<file path="config.mk">
export PLATFORM = sky130hd
export DESIGN_NAME = modbus_rtu_request_framer
export DESIGN_NICKNAME = d
export VERILOG_FILES = /design/src/mrf_pkg.sv /design/src/modbus_rtu_request_framer.sv /design/src/mrf_crc_pipe.sv
export VERILOG_INCLUDE_DIRS = /design/src /design/src/src
export SDC_FILE = /design/constraint.sdc
export NUM_CORES = 1
export LEC_CHECK = 0
export BUFFER_PORTS_ARGS = -buffer_cell sky130_fd_sc_hd__buf_2
export CORE_ASPECT_RATIO = 1.5
export CORE_UTILIZATION = 32
export DETAILED_ROUTE_END_ITERATION = 10
export PLACE_DENSITY = 0.45
export SLEW_MARGIN = 0
export SYNTH_ARGS = -nofsm -noshare
export SYNTH_HDL_FRONTEND = slang
export SYNTH_HIERARCHICAL = 1
export SYNTH_SLANG_ARGS = --single-unit
</file>
<file path="constraint.sdc">
create_clock -name clk -period 8.95 [get_ports clk]
set_clock_uncertainty 0.1 [all_clocks]
set_input_delay 0.4475 -clock clk [delete_from_list [all_inputs] [get_ports clk]]
set_output_delay 0.4475 -clock clk [all_outputs]
set_load 0.01 [all_outputs]
</file>
<file path="src/assert_macros.svh">
// Assertion macros shared by the Modbus RTU request framer RTL.
// Depends on nothing; included by each module that checks its own logic.
`ifndef ASSERT_MACROS_SVH
`define ASSERT_MACROS_SVH

`ifndef NO_ASSERTIONS
// Check a property on every rising edge outside reset.
`define MRF_ASSERT(lbl, clk, rst, prop) \
  lbl: assert property (@(posedge clk) disable iff (rst) prop) \
    else $error("assertion failed");
// Check a property on every rising edge, reset included.
`define MRF_ASSERT_ALWAYS(lbl, clk, prop) \
  lbl: assert property (@(posedge clk) prop) \
    else $error("assertion failed");
`else
`define MRF_ASSERT(lbl, clk, rst, prop)
`define MRF_ASSERT_ALWAYS(lbl, clk, prop)
`endif

`endif

</file>
<file path="src/mrf_pkg.sv">
// Package of the Modbus RTU request framer: frame type, codes and CRC step.
// Depends on nothing; used by mrf_crc_pipe and modbus_rtu_request_framer.
`default_nettype none

package mrf_pkg;

  localparam int unsigned BODY_BYTES = 6;
  localparam int unsigned N_STAGES   = BODY_BYTES;

  localparam logic [1:0] KIND_READ_HOLDING = 2'd0;
  localparam logic [1:0] KIND_READ_INPUT   = 2'd1;
  localparam logic [1:0] KIND_WRITE_SINGLE = 2'd2;
  localparam logic [1:0] KIND_WRITE_SHORT  = 2'd3;

  localparam logic [7:0] FUNC_READ_HOLDING = 8'h03;
  localparam logic [7:0] FUNC_READ_INPUT   = 8'h04;
  localparam logic [7:0] FUNC_WRITE_SINGLE = 8'h06;
  localparam logic [7:0] FUNC_WRITE_SHORT  = 8'h10;

  localparam logic [15:0] CRC_INIT = 16'hFFFF;
  localparam logic [15:0] CRC_POLY = 16'hA001;

  localparam logic [2:0] POS_CRC_LO_LONG  = 3'd6;
  localparam logic [2:0] POS_CRC_LO_SHORT = 3'd4;
  localparam logic [2:0] POS_LAST_LONG    = 3'd7;
  localparam logic [2:0] POS_LAST_SHORT   = 3'd5;

  localparam logic [15:0] ADDR_OFFSET = 16'd1;

  typedef struct packed {
    logic [BODY_BYTES-1:0][7:0] body;
    logic                       short_frame;
  } frame_t;

  function automatic logic [7:0] func_code(input logic [1:0] kind);
    logic [7:0] code;
    unique case (kind)
      KIND_READ_HOLDING: code = FUNC_READ_HOLDING;
      KIND_READ_INPUT:   code = FUNC_READ_INPUT;
      KIND_WRITE_SINGLE: code = FUNC_WRITE_SINGLE;
      default:           code = FUNC_WRITE_SHORT;
    endcase
    return code;
  endfunction

  function automatic logic [15:0] crc_byte(input logic [15:0] crc_in, input logic [7:0] b);
    logic [15:0] c;
    c = crc_in ^ {8'h00, b};
    for (int i = 0; i < 8; i++) begin
      c = c[0] ? ((c >> 1) ^ CRC_POLY) : (c >> 1);
    end
    return c;
  endfunction

endpackage

`default_nettype wire

</file>
<file path="src/modbus_rtu_request_framer.sv">
// Top level of the Modbus RTU request framer: frame build, CRC pipe, byte output.
// Depends on mrf_pkg, mrf_crc_pipe and assert_macros.svh.
//
//  channel | signals                                              | role
//  in      | in_valid in_ready kind dev_address register_address  | one request per item
//          | value_or_count                                       |
//  out     | out_valid out_ready out_byte last_byte               | one frame byte per item
//
// A request passes six CRC stages, one body byte each (a short write folds only its four),
// then the byte output register, which sends one byte a cycle while out_ready is high: 8 bytes
// per request (6 for a short write) set the sustained rate; up to six requests wait in the pipe.
// Reset clears all valid bits. Stalls on out_ready back up stage by stage, losing nothing.
`default_nettype none

`include "assert_macros.svh"

module modbus_rtu_request_framer (
  input  logic        clk,
  input  logic        rst,
  input  logic        in_valid,
  output logic        in_ready,
  input  logic [1:0]  kind,
  input  logic [7:0]  dev_address,
  input  logic [15:0] register_address,
  input  logic [15:0] value_or_count,
  output logic        out_valid,
  input  logic        out_ready,
  output logic [7:0]  out_byte,
  output logic        last_byte
);

  mrf_pkg::frame_t new_frame;
  mrf_pkg::frame_t pipe_frame;
  logic [15:0]     pipe_crc;
  logic            pipe_valid;
  logic            pipe_ready;
  logic [15:0]     addr;

  // Build the frame body from the request.
  always_comb begin
    addr                  = register_address - mrf_pkg::ADDR_OFFSET;
    new_frame.short_frame = (kind == mrf_pkg::KIND_WRITE_SHORT);
    new_frame.body[0]     = dev_address;
    new_frame.body[1]     = mrf_pkg::func_code(kind);
    if (new_frame.short_frame) begin
      new_frame.body[2] = addr[7:0];
      new_frame.body[3] = value_or_count[7:0];
      new_frame.body[4] = 8'h00;
      new_frame.body[5] = 8'h00;
    end else begin
      new_frame.body[2] = addr[15:8];
      new_frame.body[3] = addr[7:0];
      new_frame.body[4] = value_or_count[15:8];
      new_frame.body[5] = value_or_count[7:0];
    end
  end

  mrf_crc_pipe u_pipe (
    .clk       (clk),
    .rst       (rst),
    .in_valid  (in_valid),
    .in_ready  (in_ready),
    .in_frame  (new_frame),
    .out_valid (pipe_valid),
    .out_ready (pipe_ready),
    .out_frame (pipe_frame),
    .out_crc   (pipe_crc)
  );

  logic            busy;
  logic [2:0]      pos;
  mrf_pkg::frame_t held;
  logic [15:0]     held_crc;
  logic [2:0]      crc_lo_pos;
  logic [2:0]      last_pos;

  assign crc_lo_pos = held.short_frame ? mrf_pkg::POS_CRC_LO_SHORT : mrf_pkg::POS_CRC_LO_LONG;
  assign last_pos   = held.short_frame ? mrf_pkg::POS_LAST_SHORT : mrf_pkg::POS_LAST_LONG;
  assign last_byte  = (pos == last_pos);
  assign out_valid  = busy;
  assign pipe_ready = ~busy | (out_ready & last_byte);

  always_comb begin
    if (pos == crc_lo_pos) begin
      out_byte = held_crc[7:0];
    end else if (pos == last_pos) begin
      out_byte = held_crc[15:8];
    end else begin
      out_byte = held.body[pos];
    end
  end

  always_ff @(posedge clk) begin
    if (rst) begin
      busy <= 1'b0;
      pos  <= '0;
    end else if (pipe_valid && pipe_ready) begin
      busy <= 1'b1;
      pos  <= '0;
    end else if (busy && out_ready) begin
      if (last_byte) begin
        busy <= 1'b0;
      end else begin
        pos <= pos + 3'd1;
      end
    end
    if (pipe_valid && pipe_ready) begin
      held     <= pipe_frame;
      held_crc <= pipe_crc;
    end
  end

  `MRF_ASSERT(a_short_pos, clk, rst, busy && held.short_frame |-> pos <= mrf_pkg::POS_LAST_SHORT)
  `MRF_ASSERT(a_advance, clk, rst, busy && out_ready && !last_byte |=> busy && pos == $past(pos) + 3'd1)
  `MRF_ASSERT(a_take_only_free, clk, rst, pipe_valid && pipe_ready |-> !busy || last_byte)

endmodule

`default_nettype wire

</file>
<file path="src/mrf_crc_pipe.sv">
// CRC pipeline of the framer: one frame byte folded into the CRC per stage, except stages 4 and 5 of a short frame.
// Depends on mrf_pkg and assert_macros.svh.
`default_nettype none

`include "assert_macros.svh"

module mrf_crc_pipe (
  input  logic            clk,
  input  logic            rst,
  input  logic            in_valid,
  output logic            in_ready,
  input  mrf_pkg::frame_t in_frame,
  output logic            out_valid,
  input  logic            out_ready,
  output mrf_pkg::frame_t out_frame,
  output logic [15:0]     out_crc
);

  localparam int unsigned N = mrf_pkg::N_STAGES;

  logic [N-1:0]    vld;
  logic [N:0]      rdy;
  mrf_pkg::frame_t frm [N];
  logic [15:0]     crc [N];

  assign rdy[N] = out_ready;

  for (genvar k = 0; k < N; k++) begin : g_stage
    assign rdy[k] = ~vld[k] | rdy[k+1];

    if (k == 0) begin : g_first
      always_ff @(posedge clk) begin
        if (rst) begin
          vld[k] <= 1'b0;
        end else if (rdy[k]) begin
          vld[k] <= in_valid;
        end
        if (rdy[k] && in_valid) begin
          frm[k] <= in_frame;
          crc[k] <= mrf_pkg::crc_byte(mrf_pkg::CRC_INIT, in_frame.body[0]);
        end
      end
    end else begin : g_rest
      logic skip;
      assign skip = frm[k-1].short_frame && (k >= 4);

      always_ff @(posedge clk) begin
        if (rst) begin
          vld[k] <= 1'b0;
        end else if (rdy[k]) begin
          vld[k] <= vld[k-1];
        end
        if (rdy[k] && vld[k-1]) begin
          frm[k] <= frm[k-1];
          crc[k] <= skip ? crc[k-1] : mrf_pkg::crc_byte(crc[k-1], frm[k-1].body[k]);
        end
      end
    end

    `MRF_ASSERT(a_stall_hold, clk, rst, vld[k] && !rdy[k+1] |=> vld[k] && $stable(crc[k]))
  end

  assign in_ready  = rdy[0];
  assign out_valid = vld[N-1];
  assign out_frame = frm[N-1];
  assign out_crc   = crc[N-1];

  `MRF_ASSERT_ALWAYS(a_reset_empty, clk, rst |=> vld == '0)
  `MRF_ASSERT(a_empty_ready, clk, rst, vld == '0 |-> in_ready)
  `MRF_ASSERT(a_short_tail, clk, rst, out_valid && out_frame.short_frame && $past(out_valid) && !$past(out_ready) |-> $stable(out_crc))

endmodule

`default_nettype wire

</file>
### After elaboration in Yosys (flattened, before gate mapping)

Memories as Yosys holds them, arrays and structs flattened. A register that Yosys moved wholly into a read port is not among the register bits.
Cells that the tools add are included.

* add/sub/neg operators: 2
* equal/unequal tests: 5
* reduce and logical (&&, ||, !) cells: 14
* mux-type cells: 73
* bitwise logic cells: 70
* magnitude comparators: 1

Operators with widths (count)
* $mux W16: 50
* $not A2 Y3: 48
* $xor A16 B8 Y16: 5
* $mux W32: 1
* $bmux W8 S3: 1
* $mux W8: 3
* $not A8 Y16: 1
* $sub A16 B1 Y16 const B: 1
* $mux W1: 15
* $pmux W5 S3: 1
* $logic_and A1 B1 Y1: 8
* $not A1 Y1: 8
* $or A1 B1 Y1: 7
* $eq A3 B3 Y1: 2
* $eq A2 B2 Y1 const B: 2
* $lt A3 B4 Y1 const B: 1
* $mux W2: 2
* $reduce_and A2 Y1: 2
* $reduce_bool A2 Y1: 2
* $add A3 B1 Y3 const B: 1
* $eq A2 B1 Y1 const B: 1
* $logic_not A2 Y1: 1
* $reduce_or A2 Y1: 1
* $and A1 B1 Y1: 1

* input bits: 46
* memories kept: 2
* flip-flop bits (word level): 10
* bits in writable memories: 390
* output and inout port bits: 11
* word-level logic and storage cells: 175

Memories
* u_pipe.frm: depth 6, width 49, read ports 6, clocked after Yosys merged registers in 1, write ports 6, line mrf_crc_pipe.sv:23 `mrf_pkg::frame_t frm [N];`
* u_pipe.crc: depth 6, width 16, read ports 6, clocked after Yosys merged registers in 1, write ports 6, line mrf_crc_pipe.sv:24 `logic [15:0] crc [N];`

### Logic depth before layout (Yosys ltp)

Gate-level depths: netlist of the first run.
An unclocked memory read counts as a cell.

* depth after elaboration: 19
* depth in mapped cells: 9
* mapped depth without buffers: 7

### Cells and area by module

The synthesis of the first run kept the hierarchy.

By module, submodules not included
* mrf_crc_pipe: instances 1, area each 13241.4 µm², cells each 577
* modbus_rtu_request_framer: instances 1, area each 3407.0 µm², cells each 239

### Least setup slack after synthesis of the first run

No wires, ideal clock.

* kind: register -> register
* from: register pos[0]
* to: memory u_pipe.crc[2][0], enable pin
* slack: 2.226 ns
* required time: 8.263 ns
* data arrival time: 6.037 ns
* period minus slack after synthesis: 6.724 ns
* stages on the path, launching flop included: 8
* library setup time: 0.587 ns
* cells stage by stage: dfxtp_1 -> buf_6 -> buf_4 -> nand2_1 -> o31ai_2 -> nor2b_1 -> and3_1 -> a21boi_0

RTL lines
* start, declared: line modbus_rtu_request_framer.sv:71 `logic [2:0] pos;`
* start signal, assigned: line modbus_rtu_request_framer.sv:104 `pos <= pos + 3'd1;`
* end, declared: line mrf_crc_pipe.sv:24

### Final worst setup path of the first run

* from: register pos[1]
* to: output port in_ready

* cells in the longest elaborated chain, start to end: 9

RTL lines
* $eq A3 B3 Y1: line modbus_rtu_request_framer.sv:79 `assign last_byte = (pos == last_pos);`
* $and A1 B1 Y1: line modbus_rtu_request_framer.sv:81 `assign pipe_ready = ~busy | (out_ready & last_byte);`
* $or A1 B1 Y1: line modbus_rtu_request_framer.sv:81
* net pipe_ready: line modbus_rtu_request_framer.sv:36 `logic pipe_ready;`
* $or A1 B1 Y1 (6 in series): line mrf_crc_pipe.sv:29 `assign rdy[k] = ~vld[k] | rdy[k+1];`
* end, declared: line modbus_rtu_request_framer.sv:21 `output logic in_ready,`

The timed path passes the listed nets, and every way through them passes these cells.

==> results of run 1 <==
[path summary, 6_finish.rpt]
path	cells after the start	end	from	slack [ns]
worst max-delay path	7	in_ready	pos[1]$_SDFFE_PP0P_	5.11
worst min-delay path	1	u_pipe/frm[0][2]$_DFFE_PP_	dev_address[1]	0.04
worst max register to register	7	u_pipe/frm[1][33]$_DFFE_PP_	pos[1]$_SDFFE_PP0P_	5.42
worst min register to register	0	u_pipe/frm[1][30]$_DFFE_PP_	u_pipe/frm[0][30]$_DFFE_PP_	0.30
[per-stage QoR]
stage / util / instances / area [um^2]
after global placement: 0.3455 / 1543 / 17810
after global routing: 0.3688 / 1614 / 19010
after CTS: 0.3688 / 1614 / 19010
after detailed placement: 0.3455 / 1543 / 17810
final: 0.3688 / 1614 / 19010
after floorplan: - / 819 / 16660
[final cells by class]
cell class,instances,area [um^2],area share
flip-flops and latches,459,13680,0.7197
multi-input cells,329,2884,0.1517
clock buffers,57,1106,0.05817
well taps,676,845.8,0.04449
repair buffers,66,357.8,0.01882
clock inverters,13,83.83,0.004409
inverters,14,52.55,0.002764
[registers in the layout (all words and copies together), names as in the netlist]
| name | cells |
|---|---|
| held | 49 |
| held_crc | 16 |
| out_valid | 1 |
| pos | 3 |
| u_pipe/crc | 90 |
| u_pipe/frm | 294 |
| u_pipe/out_valid | 1 |
| u_pipe/vld | 5 |
[cell usage in the layout, fill, tap and decap left out, drive strengths merged, types with 9 or more instances in the layout]
cell / n
nor2b: 20
mux4: 9
edfxtp: 449
buf: 65
mux2i: 14
mux2: 29
dfxtp: 10
xnor2: 75
nand2: 26
xor2: 46
clkbuf: 57
nor2: 17
o21ai: 19
inv: 17
[timing repair]
| item | 4_1_cts | 5_1_grt |
|---|---|---|
| hold endpoints to repair | 1 | 0 |
| setup endpoints to repair | 0 | 0 |
| hold buffers | 1 | 0 |
[routing by layer]
layer / vias up / global-route usage / part of all wire
met5: - / 0 / 0
met4: 0 / 0.05149 / 0.040
met3: 51 / 0.02029 / 0.039
met2: 102 / 0.2016 / 0.56
met1: 3181 / 0.1007 / 0.37
li1: 3290 / - / -
[report_power, final]
| group | leakage [uW] | internal, uW | total [uW] | switching, uW |
|---|---|---|---|---|
| logic | 0.00137 | 86.5 | 193 | 107 |
| registers | 0.00421 | 2430 | 2450 | 20.9 |
| clock network | 0.000579 | 866 | 1590 | 720 |
[cells by family (layout without fill, tap and decap cells)]
logic type,Yosys count,count (layout),share of synthesized area
flops,459,459,0.8219
xor+xnor,128,128,0.07545
simple gates,96,96,0.03179
mux,52,52,0.04043
compound gates,44,44,0.01744
buf+inv,31,150,0.009018
fa+ha+maj,5,5,0.003758
other cells,1,4,0.0002252
==> results by group, run 1 <==
Status
  – Outcome: complete, no violations

Critical path
  – Critical path peak fanout: 16
  – Buf/Inv on CP: 1
  – CP required: 8.40 ns
  – CP delay by family, top: simple AND/OR/NAND/NOR gates
  – Slowest cell delay on critical path: 0.76 ns
  – Cells along the critical path: xnor2_2, o31ai_2, nor2b_1, and3_1, and3_1, nand2_1, buf_2
  – Critical Path Most Common Cell: and3_1
  – Setup crit end kind: output port
  – Critical Path Slowest Stage Cell: dfxtp_1
  – CP startpoint kind: flop
  – Critical path arrival: 3.29 ns
  – CP Class: flop to output port

Layout
  – Fin nets: 961
  – Ant diodes: 0
  – Number of fill cells: 4804
  – P&R area growth vs syn: 14.20%
  – Share of layout cells above drive strength 1: 0.1834

Clock tree
  – Root Driver: clkbuf_16
  – CTS sink cnt: 459
  – Buffer count from post-CTS setup fixing: 0
  – Number of gates resized after CTS: 0
  – CTS tree: yes
  – Clock slew at reported path FFs: 0.07 ns
  – Num CTS Buffers: 40
  – H-tree depth: 2
  – Clock buffer depth: 3
  – Clock Latency Late Sink: 0.54 ns

Synthesis
  – Fraction of registers with async set/reset: 0
  – Synth Register Bits: 459
  – Synth area leaders: edfxtp_1, xnor2_1, xor2_1
  – Post-synth top cells: edfxtp_1, xnor2_1, xor2_1
  – Mapped Area: 0.01665 mm^2
  – Syn avg cell area: 20.40 um^2
  – Post-synth EDFFs: 449
  – Post-synth cell types: 50
  – Main synth FF type: edfxtp_1
  – Synth warn: 6
  – Gate Count Post-Synth: 816
  – Synth area leader: edfxtp_1
  – Post-synthesis sequential area ratio: 0.8219
  – Post-synth top area share: 0.8099
  – Most common cell in the netlist: edfxtp_1

Floorplan
  – # rows: 102
  – Core box area: 0.05156 mm^2
  – Starting Density: 0.3229
  – DIE WIDTH: 188.2 um
  – Die H: 281.4 um
  – I/O pins: 57
  – Die ar.: 0.05296 mm^2

Power and ir drop
  – Tot Pwr: 4226 uW
  – P per Cell Area: 222.3 mW/mm^2
  – IR Drop Worst-Case VDD: 0.0001212 V
  – Static Leakage: 0.006159 uW

Place
  – Placer Congestion: 0.7618
  – DP HPWL: 19210 um
  – Worst slack, placed: 5.336 ns
  – PortBufs: 56

Global route
  – Vias in the first global route: 7127
  – Gr usage total: 0.1027
  – Initial antenna violation count: 0
  – First-pass GRT wire length: 41100 um
  – Gr ovfl total: 0
  – Largest net degree at the start of global routing: 69

Route
  – Initial DRC Count: 254
  – DR vias: 6624
  – Vias per std cell: 4.104
  – Total Wirelength: 26490 um
  – # DRC: 0
  – Drt first pass iters: 4
  – Antenna-violating nets left: 0
  – DR WL/cell: 16.41 um

Flow run
  – # Max-Cap Violations: 0

Timing
  – Fin crit share: 0.4292
  – Worst-Margin Slew: 0.8502 ns
  – FMAX: 0.2603 GHz
  – Unrepaired setup endpoints after global routing: no
  – Final setup vio count: 0
  – Max Slew Vio Count: 0
  – Setup tns final: 0 ns
  – Worst rel slew slack: 0.4332
  – Fin. Hold Viols: 0
  – Fin crit period: 3.842 ns
  – Final worst slack: 5.108 ns
  – Final hold slack: 0.03649 ns

Min path
  – Hold Crit Class: input port to flop
(Power assumes the default switching activity.)
==> inputs of run 2 (changes only) <==
==> constraint.sdc (replaced) <==
create_clock -name clk -period 3.6 [get_ports clk]
set_clock_uncertainty 0.1 [all_clocks]
set_input_delay 0.18 -clock clk [delete_from_list [all_inputs] [get_ports clk]]
set_output_delay 0.18 -clock clk [all_outputs]
set_load 0.01 [all_outputs]
==> run 2 against run 1 <==
Clock-buffer cell count down 2. Register-to-register slack worse by 4.7 ns. Critical path depth unchanged. Sequential share of layout area down 3.2 points. Cell count up 4.9%. Setup slack worse by 4.4 ns. Sequential power up 150%. Core utilization up 1.7 points. First-iteration DRC count up 14%. Largest cell class unchanged.
==> results by group, run 2 (synthesis results as in run 1) <==
Status
  – Outcome: complete, no violations

Min path
  – Hold Crit Class: input port to flop

Layout
  – P&R area growth vs syn: 19.52%
  – Post-route cell area: 0.01990 mm^2
  – Max FFs per register: 294
  – Multi-input gate area: 0.002884 mm^2
  – Commonest cells after routing, fill and taps aside: edfxtp_1, xnor2_1, buf_2
  – Fin nets: 1036
  – Ant diodes: 0
  – Number of fill cells: 4773
  – FF/Latch Area: 0.01368 mm^2
  – Share of layout cells above drive strength 1: 0.2085
  – Commonest non-fill, non-tap cell in the layout: edfxtp_1
  – Most flops, register: u_pipe/frm
  – Largest registers: u_pipe/frm: 294 flops, u_pipe/crc: 90 flops, held: 49 flops

Route
  – DR vias: 6839
  – # DRC: 0
  – Total Wirelength: 26970 um
  – Initial DRC Count: 290
  – Antenna-violating nets left: 0
  – Vias per std cell: 4.040
  – DR WL/cell: 15.93 um
  – Drt first pass iters: 4

Global route
  – Initial antenna violation count: 0
  – First-pass GRT wire length: 42120 um
  – Gr ovfl total: 0
  – Vias in the first global route: 7378
  – Gr usage total: 0.1050
  – Largest net degree at the start of global routing: 60

Power and ir drop
  – Static Leakage: 0.006600 uW
  – P per Cell Area: 549.2 mW/mm^2
  – Tot Pwr: 10930 uW
  – IR Drop Worst-Case VDD: 0.0002631 V

Critical path
  – Slowest cell delay on critical path: 0.53 ns
  – Critical Path Slowest Stage Cell: dfxtp_1
  – Cells along the critical path: inv_1, o31ai_2, nor2b_1, and3_1, and3_1, nand2_1, buf_2
  – Critical path arrival: 2.59 ns
  – CP required: 3.32 ns
  – Critical path peak fanout: 9
  – Setup crit end kind: output port
  – CP Class: flop to output port
  – CP startpoint kind: flop
  – Critical Path Most Common Cell: and3_1

Timing
  – Fin. Hold Viols: 0
  – Max Slew Vio Count: 0
  – Final setup vio count: 0
  – Worst rel slew slack: 0.3538
  – Worst-Margin Slew: 0.9693 ns
  – FMAX: 0.3484 GHz
  – Setup tns final: 0 ns
  – Fin crit period: 2.871 ns
  – Unrepaired setup endpoints after global routing: no
  – Fin crit share: 0.7974

Place
  – PortBufs: 56
  – DP HPWL: 20100 um
  – Placed inst area: 0.01818 mm^2
  – Placer Congestion: 0.8382

Floorplan
  – Die ar.: 0.05296 mm^2
  – DIE WIDTH: 188.2 um
  – Starting Density: 0.3229
  – # rows: 102
  – I/O pins: 57
  – Die H: 281.4 um
  – Core box area: 0.05156 mm^2

Clock tree
  – Clock Latency Late Sink: 0.53 ns
  – H-tree depth: 2
  – Num CTS Buffers: 42
  – Hold-fix buffers, CTS: 37
  – Clock buffer depth: 3
  – Number of gates resized after CTS: 0
  – Clock slew at reported path FFs: 0.06 ns
  – Buffer count from post-CTS setup fixing: 0
  – CTS sink cnt: 459
  – Root Driver: clkbuf_16
  – CTS tree: yes

Flow run
  – # Max-Cap Violations: 0
[run 2: metrics by stage]
step	instances	hold WS (ns)	setup slack [ns]	utilization
after detailed placement	1580	0.3045	0.6529	0.3526
after global placement	1580	0.3032	0.6841	0.3526
after global routing	1693	0.02456	0.5173	0.3859
after floorplan	819	0.1491	0.006497	-
final	1693	0.02203	0.7294	0.3859
after CTS	1693	0.006306	0.6127	0.3859
[run 2: layout make-up]
| class | instances | area share |
|---|---|---|
| multi-input combinational | 329 | 0.1449 |
| timing repair buffer | 139 | 0.05446 |
| inverter | 14 | 0.002641 |
| clock buffer | 55 | 0.05848 |
| tap | 676 | 0.04251 |
| sequential | 459 | 0.6877 |
| clock inverter | 21 | 0.009306 |
[run 2: layer usage]
layer	share of wire	up-vias	track usage
li1	-	3439	-
met5	0	-	0
met3	0.030	53	0.01655
met2	0.57	101	0.2116
met1	0.36	3246	0.1013
met4	0.039	0	0.05128
[run 2: critical path: cells and delay by family (launching register included)]
kind                   cells  cell delay, ns
AO/OA/AOI/OAI              1            0.40
buffers and inverters      2            0.26
flip-flops                 1            0.53
AND/OR/NAND/NOR            4            0.89
[run 2: path summary, 6_finish.rpt]
kind / from / to / slack (ns) / depth (start not counted)
min: kind[0] / u_pipe/frm[0][9]$_DFFE_PP_ / 0.02 / 3
max: pos[2]$_SDFFE_PP0P_ / in_ready / 0.73 / 7
max reg2reg: pos[2]$_SDFFE_PP0P_ / u_pipe/frm[1][47]$_DFFE_PP_ / 0.74 / 7
min reg2reg: u_pipe/frm[3][25]$_DFFE_PP_ / u_pipe/frm[4][25]$_DFFE_PP_ / 0.31 / 0
[run 2: report_power, final]
group / internal (uW) / leakage, uW / switching, uW
Combinational: 259 / 0.00174 / 271
Sequential: 6030 / 0.00421 / 56.4
Clock: 2500 / 0.000650 / 1810
Total: 8790 / 0.00660 / 2140
==> inputs of run 3 (changes only) <==
--- a/config.mk
+++ b/config.mk
@@ -10,7 +10,7 @@
 export CORE_ASPECT_RATIO = 1.5
 export CORE_UTILIZATION = 32
 export DETAILED_ROUTE_END_ITERATION = 10
-export PLACE_DENSITY = 0.45
+export PLACE_DENSITY = 0.46
 export SLEW_MARGIN = 0
 export SYNTH_ARGS = -nofsm -noshare
 export SYNTH_HDL_FRONTEND = slang
==> constraint.sdc (replaced) <==
create_clock -name clk -period 2.6 [get_ports clk]
set_clock_uncertainty 0.1 [all_clocks]
set_input_delay 0.13 -clock clk [delete_from_list [all_inputs] [get_ports clk]]
set_output_delay 0.13 -clock clk [all_outputs]
set_load 0.01 [all_outputs]
==> run 3 against run 2 <==
Non-clock buffer count up 3. Largest cell class unchanged. Final area rose by 0.27%. Largest power group unchanged. Power is 37% higher. Critical path type unchanged.
==> results by group, run 3 (synthesis results as in run 1) <==
Floorplan
  – Core box area: 0.05156 mm^2
  – Die ar.: 0.05296 mm^2
  – DIE WIDTH: 188.2 um
  – Starting Density: 0.3229
  – # rows: 102
  – Die H: 281.4 um
  – I/O pins: 57

Clock tree
  – Clock slew at reported path FFs: 0.07 ns
  – H-tree depth: 2
  – Clock buffer depth: 3
  – Num CTS Buffers: 40
  – Clock Latency Late Sink: 0.53 ns
  – Root Driver: clkbuf_16
  – CTS sink cnt: 459
  – CTS tree: yes

Global route
  – Gr usage total: 0.1071
  – First-pass GRT wire length: 42600 um
  – Vias in the first global route: 7483
  – Grt met1 use: 0.09897
  – GR Util met2: 0.2235
  – Met3 global-route usage: 0.01631
  – Gr ovfl total: 0
  – Initial antenna violation count: 0
  – Largest net degree at the start of global routing: 66
  – GRT busiest layer: met2

Route
  – DR WL/cell: 16.41 um
  – Total Wirelength: 27730 um
  – # DRC: 0
  – Drt first pass iters: 4
  – DR vias: 6991
  – Vias per std cell: 4.137
  – Antenna-violating nets left: 0
  – Initial DRC Count: 263

Layout
  – Max FFs per register: 294
  – Ant diodes: 0
  – P&R area growth vs syn: 19.84%
  – Most flops, register: u_pipe/frm
  – Commonest cells after routing, fill and taps aside: edfxtp_1, xnor2_1, buf_2
  – Final Util: 0.3870
  – Largest registers: u_pipe/frm: 294 flops, u_pipe/crc: 90 flops, held: 49 flops
  – Commonest non-fill, non-tap cell in the layout: edfxtp_1
  – Share of layout cells above drive strength 1: 0.2140
  – Fin nets: 1037

Timing
  – Fin. Hold Viols: 0
  – FMAX: 0.4033 GHz
  – Unrepaired setup endpoints after global routing: no
  – Worst-Margin Slew: 0.8272 ns
  – Fin crit share: 0.9538
  – Max Slew Vio Count: 0
  – Final setup vio count: 0
  – Fin crit period: 2.480 ns
  – Worst rel slew slack: 0.4485

Critical path
  – Critical Path Slowest Stage Cell: edfxtp_1
  – Slowest cell delay on critical path: 0.48 ns
  – CP Class: flop to output port
  – Critical Path Most Common Cell: and3_4
  – Setup crit end kind: output port
  – Critical path arrival: 2.25 ns
  – CP delay by family, top: simple AND/OR/NAND/NOR gates
  – CP startpoint kind: flop
  – CP required: 2.37 ns
  – Cells along the critical path: xnor2_4, o31ai_4, nor2b_4, and3_4, and3_4, nand2_1, buf_2
  – Buf/Inv on CP: 1
  – Critical path peak fanout: 4

Power and ir drop
  – Sequential power share: 0.564
  – Pint: 12090 uW
  – Combinational share of power: 0.048
  – Switching share of power: 0.1917
  – Static Leakage: 0.006610 uW
  – Clock power frac: 0.388
  – IR Drop Worst-Case VDD: 0.0003612 V
  – Tot Pwr: 14960 uW
  – Sw power: 2867 uW
  – P per Cell Area: 749.8 mW/mm^2

Flow run
  – # Max-Cap Violations: 0

Min path
  – Hold Crit Class: input port to flop

Place
  – PortBufs: 56
  – DP HPWL: 20060 um
  – Placer Congestion: 0.7769

Status
  – Outcome: complete, no violations
run 3: changes by cell type in the layout (fill, tap and decap cells not counted), sizes merged:
cell,delta
clkbuf,+1
bufbuf,+1
bufinv,+1
dlygate4sd3,+2
clkinv,-6
clkinvlp,-2
run 3: final cells by class:
class                           instances  area, um^2
Clock buffer                           56        1112
Clock inverter                         14       173.9
Fill cell                            4782       31610
Inverter                               14       52.55
Multi-Input combinational cell        329        2932
Sequential cell                       459       13690
Tap cell                              676       845.8
Timing Repair Buffer                  142        1149
run 3: through the flow:
step           worst slack (ns)  cells  area, um^2  hold slack (ns)  TNS [ns]
2_1_floorplan           -0.3764    819       16770          0.09907    -81.11
3_3_place_gp             0.1909   1575       18190           0.2630         0
3_5_place_dp             0.1523   1575       18190           0.2609         0
4_1_cts                0.003139   1686       19920         0.001343         0
5_1_grt                0.007803   1690       19950          0.04466         0
6_report                 0.1202   1690       19950          0.04060         0
run 3: power by group through the flow:
stage	sequential (uW)	combinational (uW)	clock [uW]
floorplan	8560	481	0
global placement	8600	692	0
detailed placement	8600	697	0
CTS	8440	746	6030
global route	8450	802	6270
finish	8430	725	5800
run 3: worst register-to-register path: cells and delay by family, from the launching register on:
kind	cells	cell delay, ns
and+or+nand+nor	4	0.58
buffers and inverters	1	0.57
AOI/OAI and AO/OA	2	0.39
xor gates and xnor gates	1	0.21
DFF	1	0.48
run 3: repair_timing:
action,in CTS,in global routing
endpoints found under the hold margin,62,0
pin swaps,0,2
gates resized for setup,6,1
setup endpoints to repair,9,3
setup buffers,1,4
hold buffers,39,0
cloned,1,0
run 3: routing by layer:
layer  share of wire  routed length (um)  up-vias
met1            0.35                9646     3395
met5               0                   0        -
met4           0.034                 947        0
met2            0.59               16380      111
met3           0.027                 756       48
li1                -                   -     3437
run 3: final timing paths:
check | from | endpoint | slack [ns] | cells past startpoint
max | held[0]$_DFFE_PP_ | in_ready | 0.12 | 7
min | register_address[4] | u_pipe/frm[0][21]$_DFFE_PP_ | 0.04 | 4
max reg2reg | held[0]$_DFFE_PP_ | u_pipe/vld[0]$_SDFFE_PP0P_ | 0.17 | 8
min reg2reg | u_pipe/frm[3][17]$_DFFE_PP_ | u_pipe/frm[4][17]$_DFFE_PP_ | 0.31 | 0
